$ cat src/hdl/slid_pkg.sv
// Package for the sorted list: sizes, codes and the item and cell control types.
package slid_pkg;

   localparam int CAPACITY = 16;
   localparam int IDX_W    = (CAPACITY > 1) ? $clog2(CAPACITY) : 1;
   localparam int CNT_W    = $clog2(CAPACITY + 1);
   localparam logic [CNT_W-1:0] CAP_CNT = CNT_W'(CAPACITY);

   typedef enum logic {
      OP_INSERT = 1'b0,
      OP_DELETE = 1'b1
   } op_type;

   typedef enum logic [1:0] {
      ST_OK       = 2'd0,
      ST_FULL     = 2'd1,
      ST_EMPTY    = 2'd2,
      ST_NOTFOUND = 2'd3
   } status_type;

   typedef struct packed {
      op_type             operation;
      logic signed [31:0] value;
   } req_type;

   typedef struct packed {
      status_type status;
      logic [3:0] position;
      logic [4:0] entry_count;
   } rsp_type;

   typedef struct packed {
      logic               ins_en;
      logic               del_en;
      logic signed [31:0] value;
   } cell_ctrl_type;

   typedef struct packed {
      logic lt;
      logic le;
      logic eq;
   } cell_flags_type;

endpackage

$ cat src/hdl/slid_cell.sv
// One cell of the sorted row: holds one entry and shifts with its neighbors.
module slid_cell
   import slid_pkg::*;
(
   input  logic               clock,
   input  cell_ctrl_type      ctrl,
   input  logic               valid,
   input  logic               left_le,
   input  logic signed [31:0] left_entry,
   input  logic signed [31:0] right_entry,
   output logic signed [31:0] entry,
   output cell_flags_type     flags
);

   logic signed [31:0] entry_ff;
   logic signed [31:0] entry_in;

   assign entry    = entry_ff;
   assign flags.lt = valid && (entry_ff < ctrl.value);
   assign flags.le = valid && (entry_ff <= ctrl.value);
   assign flags.eq = valid && (entry_ff == ctrl.value);

   always_comb begin
      entry_in = entry_ff;
      if (ctrl.ins_en && !flags.le) begin
         entry_in = left_le ? ctrl.value : left_entry;
      end else if (ctrl.del_en && !flags.lt) begin
         entry_in = right_entry;
      end
   end

   always_ff @(posedge clock) begin
      entry_ff <= entry_in;
   end

endmodule

$ cat src/hdl/sorted_list_insert_delete_top.sv
// Top level of the sorted list: cell row, position encoders, count and result register.
// The list keeps up to CAPACITY signed entries in ascending order in a row of cells.
// Every cell compares its entry with the item's value in the same cycle, and the
// row shifts up on an insert or down on a delete as the item is taken, so one item is
// taken per cycle and its result appears in the output register on the next cycle.
// The rate is limited only by the result register: a new item is taken whenever the
// register is empty or its item is being taken at the same edge.
module sorted_list_insert_delete_top
   import slid_pkg::*;
(
   input  logic    clock,
   input  logic    reset,
   input  logic    req_valid,
   output logic    req_ready,
   input  req_type req_data,
   output logic    rsp_valid,
   input  logic    rsp_ready,
   output rsp_type rsp_data
);

   logic [CNT_W-1:0] count_ff;
   logic [CNT_W-1:0] count_in;
   logic             rsp_valid_ff;
   logic             rsp_valid_in;
   rsp_type          rsp_data_ff;
   rsp_type          rsp_data_in;

   cell_ctrl_type      ctrl;
   logic signed [31:0] entry      [CAPACITY];
   logic signed [31:0] left_entry [CAPACITY];
   logic signed [31:0] right_entry[CAPACITY];
   cell_flags_type     flags      [CAPACITY];
   logic               valid      [CAPACITY];
   logic               left_le    [CAPACITY];
   logic               left_lt    [CAPACITY];

   logic             req_fire;
   logic             full;
   logic             found;
   logic [IDX_W-1:0] ins_pos;
   logic [IDX_W-1:0] del_pos;

   assign req_ready = !rsp_valid_ff || rsp_ready;
   assign req_fire  = req_valid && req_ready;
   assign rsp_valid = rsp_valid_ff;
   assign rsp_data  = rsp_data_ff;
   assign full      = (count_ff == CAP_CNT);

   assign ctrl.value  = req_data.value;
   assign ctrl.ins_en = req_fire && (req_data.operation == OP_INSERT) && !full;
   assign ctrl.del_en = req_fire && (req_data.operation == OP_DELETE) && found;

   for (genvar i = 0; i < CAPACITY; i++) begin : g_cell
      assign valid[i] = (CNT_W'(i) < count_ff);
      if (i == 0) begin : g_first
         assign left_le[i]    = 1'b1;
         assign left_lt[i]    = 1'b1;
         assign left_entry[i] = req_data.value;
      end else begin : g_inner
         assign left_le[i]    = flags[i-1].le;
         assign left_lt[i]    = flags[i-1].lt;
         assign left_entry[i] = entry[i-1];
      end
      if (i == CAPACITY - 1) begin : g_last
         assign right_entry[i] = entry[i];
      end else begin : g_below
         assign right_entry[i] = entry[i+1];
      end

      slid_cell u_cell (
         .clock       (clock),
         .ctrl        (ctrl),
         .valid       (valid[i]),
         .left_le     (left_le[i]),
         .left_entry  (left_entry[i]),
         .right_entry (right_entry[i]),
         .entry       (entry[i]),
         .flags       (flags[i])
      );
   end

   always_comb begin
      ins_pos = '0;
      del_pos = '0;
      found   = 1'b0;
      for (int i = 0; i < CAPACITY; i++) begin
         if (left_le[i] && !flags[i].le) begin
            ins_pos = ins_pos | IDX_W'(i);
         end
         if (left_lt[i] && !flags[i].lt) begin
            del_pos = del_pos | IDX_W'(i);
         end
         found = found | flags[i].eq;
      end
   end

   always_comb begin
      count_in     = count_ff;
      rsp_valid_in = rsp_valid_ff;
      rsp_data_in  = rsp_data_ff;
      if (rsp_ready) begin
         rsp_valid_in = 1'b0;
      end
      if (req_fire) begin
         rsp_valid_in         = 1'b1;
         rsp_data_in.position = '0;
         if (req_data.operation == OP_INSERT) begin
            if (full) begin
               rsp_data_in.status = ST_FULL;
            end else begin
               rsp_data_in.status   = ST_OK;
               rsp_data_in.position = 4'(ins_pos);
               count_in             = count_ff + 1'b1;
            end
         end else begin
            if (count_ff == '0) begin
               rsp_data_in.status = ST_EMPTY;
            end else if (!found) begin
               rsp_data_in.status = ST_NOTFOUND;
            end else begin
               rsp_data_in.status   = ST_OK;
               rsp_data_in.position = 4'(del_pos);
               count_in             = count_ff - 1'b1;
            end
         end
         rsp_data_in.entry_count = 5'(count_in);
      end
   end

   always_ff @(posedge clock) begin
      if (reset) begin
         count_ff     <= '0;
         rsp_valid_ff <= 1'b0;
      end else begin
         count_ff     <= count_in;
         rsp_valid_ff <= rsp_valid_in;
      end
      rsp_data_ff <= rsp_data_in;
   end

`ifndef ASSERT_OFF
   a_count_bound: assert property (@(posedge clock) disable iff (reset)
      count_ff <= CAP_CNT)
      else $error("count exceeds capacity");

   a_error_position: assert property (@(posedge clock) disable iff (reset)
      (rsp_valid_ff && rsp_data_ff.status != ST_OK) |-> (rsp_data_ff.position == '0))
      else $error("error result with nonzero position");

   a_insert_count: assert property (@(posedge clock) disable iff (reset)
      (req_fire && req_data.operation == OP_INSERT && !full)
      |=> (count_ff == $past(count_ff) + 1'b1))
      else $error("insert did not raise count");

   a_idle_count: assert property (@(posedge clock) disable iff (reset)
      !req_fire |=> (count_ff == $past(count_ff)))
      else $error("count changed without an item");
`endif

endmodule

$ cat config.mk
export PLATFORM = sky130hd
export DESIGN_NAME = sorted_list_insert_delete_top
export DESIGN_NICKNAME = d
export VERILOG_FILES = /design/src/hdl/slid_pkg.sv /design/src/hdl/slid_cell.sv /design/src/hdl/sorted_list_insert_delete_top.sv
export SDC_FILE = /design/constraint.sdc
export NUM_CORES = 2
export LEC_CHECK = 0
export ABC_AREA = 1
export BUFFER_PORTS_ARGS = -buffer_cell sky130_fd_sc_hd__buf_2
export CORE_MARGIN = 2
export CORE_UTILIZATION = 55
export DETAILED_ROUTE_END_ITERATION = 10
export PLACE_DENSITY = 0.8
export REMOVE_ABC_BUFFERS = 1
export SLEW_MARGIN = 20
export SYNTH_ARGS = -nofsm -noshare
export SYNTH_HDL_FRONTEND = slang
export SYNTH_SLANG_ARGS = --single-unit
$ cat constraint.sdc
create_clock -name clock -period 5.3 [get_ports clock]
set_clock_uncertainty 0.15 [all_clocks]
set_input_delay 0.795 -clock clock [delete_from_list [all_inputs] [get_ports clock]]
set_output_delay 0.795 -clock clock [all_outputs]
set_load 0.005 [all_outputs]
==> flow_summary.yaml <==
synth:
  yosysWarningCount: 0
  synthTopCellsByArea: "edfxtp_1 (40%), ha_1 (16%), nand2_1 (11%), o21ai_0 (8.6%), nor2_1 (6.1%)"
  synth_top_cell_area_share_pct: 39.9
  ys_async_sr_fraction_pct: 0
  synth_most_common_cell: "nand2_1"
  synth_cell_types: 47
  ys_seq_area_share_pct: 40.2
  synth-edff-count: 523
  synth_commonest_cells: "nand2_1 (1183), o21ai_0 (676), nor2_1 (637)"
  synth_flop_cell: "edfxtp_1"
  syn_area_um2: 39400
  synthCells: 4881
  syn_avg_cell_area_um2: 8.07
  synth_seq_cells: 529
  synth_top_cell_by_area: "edfxtp_1"
placement:
  dp.cells: 5776
  port_buffers: 49
  gp_congestion: 0.985
  dpl.hpwl_mm: 92.4
  detailedPlace.worstSlack_ns: 0.375
min_path:
  whs_path_depth: 2
  hold-path-endpoint: "rsp_valid$_SDFFE_PP0P_"
  min-delay-start: "reset"
  hp-class: "input port to register"
clock_network:
  numClockSinks: 529
  cts_max_level: 2
  postCtsHoldBufs: 0
  post-cts-setup-buffer-count: 0
  cts_resized: 0
  clk_pin_slew_worst_paths_ns: 0.06
  cts_buffers: 59
  cts_tree: "yes"
  cts-root-buf: "clkbuf_16"
  clk-insertion-delay-late_ns: 0.65
  cts_buffer_depth: 3
worst_setup_path:
  cp-start-kind: "input port"
  path_class: "input port to register"
  critPathArrivalTime_ns: 4.70
  cp_common_cell: "nand2_1"
  crit_path_max_fanout: 20
  reg2reg_slack_ns: 1.17
  timing.rr.end: "g_cell[11].u_cell.entry[10]$_DFFE_PP_"
  cp_cell_sequence: "buf_2 > inv_1 > ha_1 > nand2_1 > nor2_1 > nand2_1 > nor3_2 > nand3_1 > nand2_1 > nor2_1 > nand2_2 > nor2_4 > nor3_4 > inv_4 > o21ai_2 > buf_4"
  reg2regPathDepth: 11
  r2r-start: "count_ff[4]$_SDFFE_PP0P_"
  max_stage_delay_ns: 0.53
  required_ns: 5.48
  endpoint_kind: "register"
  slowest_stage: "inv_1"
power:
  p_int_mw: 8.32
  seqPwrFrac_pct: 42.6
  cellPowerDensity_nw_per_um2: 291
  p_comb_share_pct: 23.8
  leakage_nw: 18.6
  swShare_pct: 33.0
  netSwitchingPower_mw: 4.10
  clkPwrFrac_pct: 33.5
  ir_worst_vdd_v: 0.000262
global_routing:
  grt_overflow: 0
  grt_usage_pct: 31.9
  antenna_found_initial: 0
  first_global_vias: 34200
  grt_pass1_wl_mm: 188
  grt_max_degree: 65
cells_and_area:
  multiInputGateArea_um2: 21500
  utilization_pct: 60.0
  antenna_cells: 0
  register_area_um2: 15800
  nFillCells: 6138
  final_cells: 5888
  syn_to_final_growth_pct: 8.50
  drive_gt1_share_pct: 7.07
  nNetsFinal: 5440
detailed_routing:
  routedWlPerCell_um: 20.4
  drt-total-wl_mm: 120
  drt_iter0_markers: 4631
  via_per_inst: 6.06
  drt_first_pass_iters: 6
  vias: 35700
  ant_nets: 0
  drc: 0
timing:
  fin_tns_setup_ns: 0
  setup_viol: 0
  maxSlewHeadroom_pct: 23.2
  tightest_slew_ns: 1.15
  fmax_ghz: 0.221
  worst_slack_ns: 0.776
  finalCriticalPeriod_ns: 4.52
  slew_violations: 0
  holdWs_ns: 0.259
  hold_viol: 0
  rsz0062_at_grt: "no"
  period_share_pct: 85.4
die:
  fp.dieH_um: 272
  die_area_um2: 73800
  chipWidth_um: 272
  ios: 50
  coreArea_um2: 71200
  std_cell_rows: 98
  start_util_pct: 55.3
status:
  status: "finished, final reports clean"
flow_run:
  cap_viol_max_count: 0
-- worst max-delay path by stage --
stage / slack [ns] / end / startpoint
floorplan: 0.47 / g_cell[14].u_cell.entry[0]$_DFFE_PP_ / req_data[29]
global placement: 0.45 / g_cell[11].u_cell.entry[12]$_DFFE_PP_ / req_data[27]
detailed placement: 0.37 / g_cell[11].u_cell.entry[15]$_DFFE_PP_ / req_data[27]
CTS: 1.03 / g_cell[11].u_cell.entry[6]$_DFFE_PP_ / req_data[27]
global route: 0.71 / g_cell[11].u_cell.entry[9]$_DFFE_PP_ / req_data[9]
finish: 0.78 / g_cell[11].u_cell.entry[10]$_DFFE_PP_ / req_data[27]
-- metrics by stage --
step / total power, mW / cell area [um2]
6_report: 12.4 / 42700
5_1_grt: 13.0 / 42700
4_1_cts: 12.4 / 42700
3_5_place_dp: 8.24 / 40800
3_3_place_gp: 8.13 / 40800
2_1_floorplan: 7.18 / 38400
-- layout by cell type (no fill, tap or decap), types with 7 or more instances in the layout --
master,count
nand2_1,1182
o21ai_0,676
nor2_1,637
edfxtp_1,523
ha_1,516
o21ai_1,307
inv_1,260
a21oi_1,242
buf_4,104
nand3_1,66
clkbuf_16,60
buf_2,49
o22ai_1,44
nand4_1,26
o21a_1,26
nand2_2,20
nor3_1,18
clkinv_2,17
inv_2,16
nor2_4,16
a21o_1,13
clkbuf_1,13
clkinv_1,11
nand3_2,10
buf_12,10
nand3b_1,7
-- critical path, delay by kind of cell --
family                     cells  cell delay (ns)
AOI/OAI and AO/OA              1             0.20
and+or+nand+nor               10             1.72
buffers and inverters          4             1.43
adders and majority gates      1             0.50
-- cells by family after synthesis --
family	synth area share (%)
fa+ha+maj	16.4
simple gates	20.7
flops	40.2
buf+inv	5.31
compound gates	17.5
-- layer usage --
| layer | track usage, % | part of all wire (%) | routed length, um | vias up |
|---|---|---|---|---|
| met2 | 51.7 | 45 | 54500 | 2006 |
| met4 | 11.5 | 3.3 | 4010 | 0 |
| li1 | - | - | - | 16900 |
| met5 | 0 | 0 | 0 | - |
| met1 | 43.6 | 41 | 49100 | 16600 |
| met3 | 4.70 | 10 | 12600 | 224 |
-- state kept, by name (all words and copies together), names as in the netlist --
signal,count
g_cell.u_cell.entry,512
rsp_data,11
count_ff,5
rsp_valid,1
-- layout make-up --
cell class              instances  area share (%)
well taps                     950            2.78
inverters                     281            2.50
clock buffers                  76            3.72
repair buffers                163            2.87
multi-input cells            3853            50.4
clock inverters                36           0.732
flip-flops and latches        529            37.0
-- power groups by stage --
stage / clock network (mW) / logic [mW] / registers (mW)
after floorplan: 0 / 1.90 / 5.27
after global placement: 0 / 2.76 / 5.37
after detailed placement: 0 / 2.86 / 5.37
after CTS: 4.18 / 2.90 / 5.29
after global routing: 4.32 / 3.31 / 5.32
final: 4.17 / 2.96 / 5.30
(Power assumes the default switching activity.)
